### src/sv/chained_hash_map_unit_defines.svh
// ---------------------------------------------------------------------------
// Chained hash map assertion macros
// Shared macros for the concurrent checks of the hash map unit.
// ---------------------------------------------------------------------------
`ifndef CHAINED_HASH_MAP_UNIT_DEFINES_SVH
`define CHAINED_HASH_MAP_UNIT_DEFINES_SVH

`ifndef ASSERT_OFF
// Checked on every rising edge of clk_i, ignored while rst_ni is low.
`define CHM_ASSERT(lbl, prop, msg) \
  lbl: assert property (@(posedge clk_i) disable iff (!rst_ni) (prop)) else $error(msg);
// Checked on every rising edge of clk_i, reset included.
`define CHM_ASSERT_ALWAYS(lbl, prop, msg) \
  lbl: assert property (@(posedge clk_i) (prop)) else $error(msg);
`else
`define CHM_ASSERT(lbl, prop, msg)
`define CHM_ASSERT_ALWAYS(lbl, prop, msg)
`endif

`endif

### src/sv/chm_ram.sv
// ---------------------------------------------------------------------------
// Chained hash map generic RAM
// One write port and one read port, read data registered.
// ---------------------------------------------------------------------------
module chm_ram #(
  parameter int unsigned WIDTH = 8,
  parameter int unsigned DEPTH = 16
) (
  input  logic                     clk_i,
  input  logic                     we_i,
  input  logic [$clog2(DEPTH)-1:0] waddr_i,
  input  logic [WIDTH-1:0]         wdata_i,
  input  logic [$clog2(DEPTH)-1:0] raddr_i,
  output logic [WIDTH-1:0]         rdata_o
);

  logic [WIDTH-1:0] mem_q [DEPTH];

  always_ff @(posedge clk_i) begin
    if (we_i) begin
      mem_q[waddr_i] <= wdata_i;
    end
    rdata_o <= mem_q[raddr_i];
  end

endmodule

### config.mk
export PLATFORM = sky130hd
export DESIGN_NAME = chm_ram
export DESIGN_NICKNAME = d
export VERILOG_FILES = /design/src/sv/chained_hash_map_unit_defines.svh /design/src/sv/chm_ram.sv
export SDC_FILE = /design/constraint.sdc
export NUM_CORES = 1
export LEC_CHECK = 0
export BUFFER_PORTS_ARGS = -buffer_cell sky130_fd_sc_hd__buf_2
export CAP_MARGIN = 25
export CORE_ASPECT_RATIO = 0.6
export CORE_MARGIN = 5
export CORE_UTILIZATION = 65
export DETAILED_ROUTE_END_ITERATION = 10
export GPL_TIMING_DRIVEN = 0
export HOLD_SLACK_MARGIN = 0.12
export PLACE_DENSITY = 0.84
export SETUP_SLACK_MARGIN = 0.15
export SLEW_MARGIN = 5
export SYNTH_ARGS = -nofsm -noshare
export SYNTH_HDL_FRONTEND = slang
export SYNTH_SLANG_ARGS = --single-unit
### constraint.sdc
create_clock -name clk_i -period 3.8 [get_ports clk_i]
set_input_delay 0.57 -clock clk_i [delete_from_list [all_inputs] [get_ports clk_i]]
set_output_delay 0.57 -clock clk_i [all_outputs]
set_load 0.05 [all_outputs]
==> metrics.md <==
| Metric | Value |
|---|---|
| Outcome | `finished, final reports clean` |
| Port bufs | `24` |
| Post-DRT Antenna Nets | `0` |
| Crit path capture type | `register` |
| Initial antenna violation count | `0` |
| Post-synthesis sequential area ratio | `77.8%` |
| Final WL | `10,200 microns` |
| Crit Path Class | `in2reg` |
| Post-CTS Setup Bufs | `0` |
| Worst-path clk slew | `50 ps` |
| WL/cell | `25.6 microns` |
| Worst slew pin tran | `917 ps` |
| Leak | `2.03 nW` |
| Synth Area in Compound Gates | `2.33%` |
| Area Overhead vs Synth | `16.3%` |
| GR Util met2 | `32.9%` |
| Io pins | `26` |
| Pwr Total | `0.00339 W` |
| DP Wirelength | `6420 microns` |
| CTS tree | `built` |
| WHS Endpoint | `mem_q[13][4]` |
| Hold Path Class | `in2reg` |
| Max-slew headroom | `38.6%` |
| Gr usage total | `23.2%` |
| Largest family of logic cells by synthesized area | `multiplexers` |
| Yosys Warn Count | `0` |
| Die ar. | `0.00986 sq mm` |
| Worst path bufs/invs | `1` |
| Die Ht | `78.9 microns` |
| Worst-case clock buffer depth | `2` |
| Maxcap violations | `0` |
| Tmin final | `1870 ps` |
| Setup TNS | `0 ps` |
| CTS buffer count | `17` |
| Final period util | `49.2%` |
| Met3 usage | `8.74%` |
| Levels on crit path | `3` |
| Initial Util | `66.1%` |
| TritonRoute pass-1 iters | `5` |
| RSZ-0062 raised after global routing | `false` |
| Layout cells sized above 1 | `28.4%` |
| Arr. time, crit path | `1900 ps` |
| CTS Hold Bufs | `0` |
| Iter 0 DRT Violations | `304` |
| Critical path origin | `waddr_i[2]` |
| R2R depth | `3` |
| Global-route layer with the greatest usage | `met1` |
| First-pass GRT wire length | `15,500 microns` |
| Clock Latency Late Sink | `420 ps` |
| Syn Nets | `247` |
| # setup viols final | `0` |
| Mapped Area | `0.00515 sq mm` |
| Peak VDD IR | `0.409 mV` |
| # rows | `25` |
| DRC | `0` |
| Top delay family on crit path | `simple AND/OR/NAND/NOR gates` |
| Fin nets | `294` |
| Met1 GRT Util | `32.9%` |
| Hold_sp | `wdata_i[4]` |
| Via/cell ratio | `6.34` |
| Cell count after synthesis | `229` |
| Reg2reg end | `rdata_o[4]` |
| Ant. Diodes | `0` |
| R2R Setup Slk | `2290 ps` |
| Crit-path max cell delay | `680 ps` |
| Crit-path max FO | `8` |
| CP max stage cell | `nor2_1` |
| Post-CTS Resized | `0` |
| Number of global-route vias before repair | `2,533` |
| Worst path cell trace | `buf_2 > or3b_2 > nor2_1` |
| Synth unique cells | `19` |
| CTS root buffer | `clkbuf_16` |
| Hold path depth | `1` |
| Synth Area in Adders | `0%` |
| Fin. Hold Viols | `0` |
| Filler instances | `406` |
| Vias | `2,516` |
| Mean Syn Cell Area | `22.5 sq um` |
| Slew Limit Fails | `0` |
| Mux share of post-synthesis cell area | `15.0%` |
| H-tree level count | `4` |
| Final Wtd Congestion | `0.754` |
| Crit start category | `input pin` |
| Yosys reg bits | `136` |
| PwrDens | `567 mW/mm^2` |
| Placeable Area | `0.00779 sq mm` |
| Max Fclk | `0.535 GHz` |
| Largest net degree at the start of global routing | `17` |
| Util after Layout | `76.8%` |
| GR Overflow Total | `0` |
| Simple-gate area share of the yosys netlist | `3.18%` |
| Synth Area in XOR/XNOR | `0%` |
| Critical path required time | `3830 ps` |
| Fin Clk Skew | `8.05 ps` |
| Die W | `125 microns` |
| Worst R2R Start | `mem_q[8][4]` |
| CTS Sinks | `136` |
[worst max path at each step]
stage                  end  slack [ps]
2_1_floorplan  mem_q[0][0]        1740
3_3_place_gp   mem_q[0][7]        1230
3_5_place_dp   mem_q[3][3]        1510
4_1_cts        mem_q[3][7]        1950
5_1_grt        mem_q[0][3]        1870
6_report       mem_q[3][7]        1930
[worst register-to-register path, stage by stage, from the launching register on]
cell,delay [ps]
edfxtp_1,410
mux4_1,540
a22oi_1,310
nand2_1,110
[final cells by class]
cell class	instances	area [sq um]	area share, %
Timing Repair Buffer	28	150	2.51
Multi-Input combinational cell	83	1060	17.7
Clock inverter	4	45.0	0.753
Clock buffer	28	507	8.47
Tap cell	108	135	2.26
Sequential cell	136	4000	66.9
Buffer	10	86.3	1.44
[Yosys cell counts]
master | n | share of area [%]
nand3b_1 | 2 | 0.29
and2_1 | 1 | 0.12
nor3_1 | 4 | 0.39
nor2b_1 | 1 | 0.12
and2b_1 | 1 | 0.15
buf_4 | 1 | 0.15
nor2_1 | 13 | 0.95
a22oi_1 | 16 | 2.3
mux4_1 | 14 | 7.1
mux4_2 | 18 | 7.9
nand2b_1 | 2 | 0.24
clkdlybuf4s25_2 | 3 | 0.58
edfxtp_1 | 128 | 75
or3b_2 | 1 | 0.17
dfxtp_1 | 8 | 3.1
nand3_1 | 1 | 0.097
buf_6 | 3 | 0.66
nand2_1 | 9 | 0.66
buf_2 | 3 | 0.29
[registers in the layout, summed over array words and instances (netlist names)]
signal / cells
rdata_o: 8
mem_q: 128
[placed cells by master (no fill, tap or decap)]
cell type and count:
nor2b_1 1, nor2_1 13, buf_2 27, bufinv_16 1
clkbuf_16 17, a22oi_1 16, clkbuf_8 4, or3b_2 1
clkdlybuf4s25_2 3, nand2_1 9, nand3b_1 2, dfxtp_1 8
mux4_1 14, clkinv_2 3, and2_1 1, mux4_2 18
buf_4 5, nand2b_1 2, clkbuf_1 7, nor3_1 4
buf_6 3, nand3_1 1, and2b_1 1, edfxtp_1 128
[power by group]
| group | leakage [nW] | switching (W) | internal, W |
|---|---|---|---|
| Clock | 0.272 | 0.000545 | 0.000965 |
| Sequential | 1.22 | 0.00000854 | 0.00168 |
| Combinational | 0.536 | 0.000128 | 0.0000675 |
| Total | 2.03 | 0.000682 | 0.00271 |
[per-stage QoR]
| stage | setup WS, ps | cells | hold slack (ps) | cell area, sq um |
|---|---|---|---|---|
| 2_1_floorplan | 1740 | 229 | 629 | 5150 |
| 3_3_place_gp | 1230 | 361 | 654 | 5400 |
| 3_5_place_dp | 1510 | 365 | 677 | 5430 |
| 4_1_cts | 1950 | 397 | 545 | 5980 |
| 5_1_grt | 1870 | 397 | 554 | 5980 |
| 6_report | 1930 | 397 | 565 | 5980 |
[per-layer routing]
layer / vias up / share of wire (%) / wire (microns)
li1: 1073 / - / -
met1: 1280 / 43 / 4330
met2: 140 / 44 / 4510
met3: 23 / 11 / 1100
met4: 0 / 2.1 / 213
met5: - / 0 / 0
[kinds of logic (layout without fill, tap and decap cells)]
family | after synthesis | after routing
DFF | 136 | 136
and+or+nand+nor | 35 | 35
muxes | 32 | 32
AOI/OAI and AO/OA | 16 | 16
buffers and inverters | 10 | 70
No activity file was read; power rests on OpenSTA's default activity.
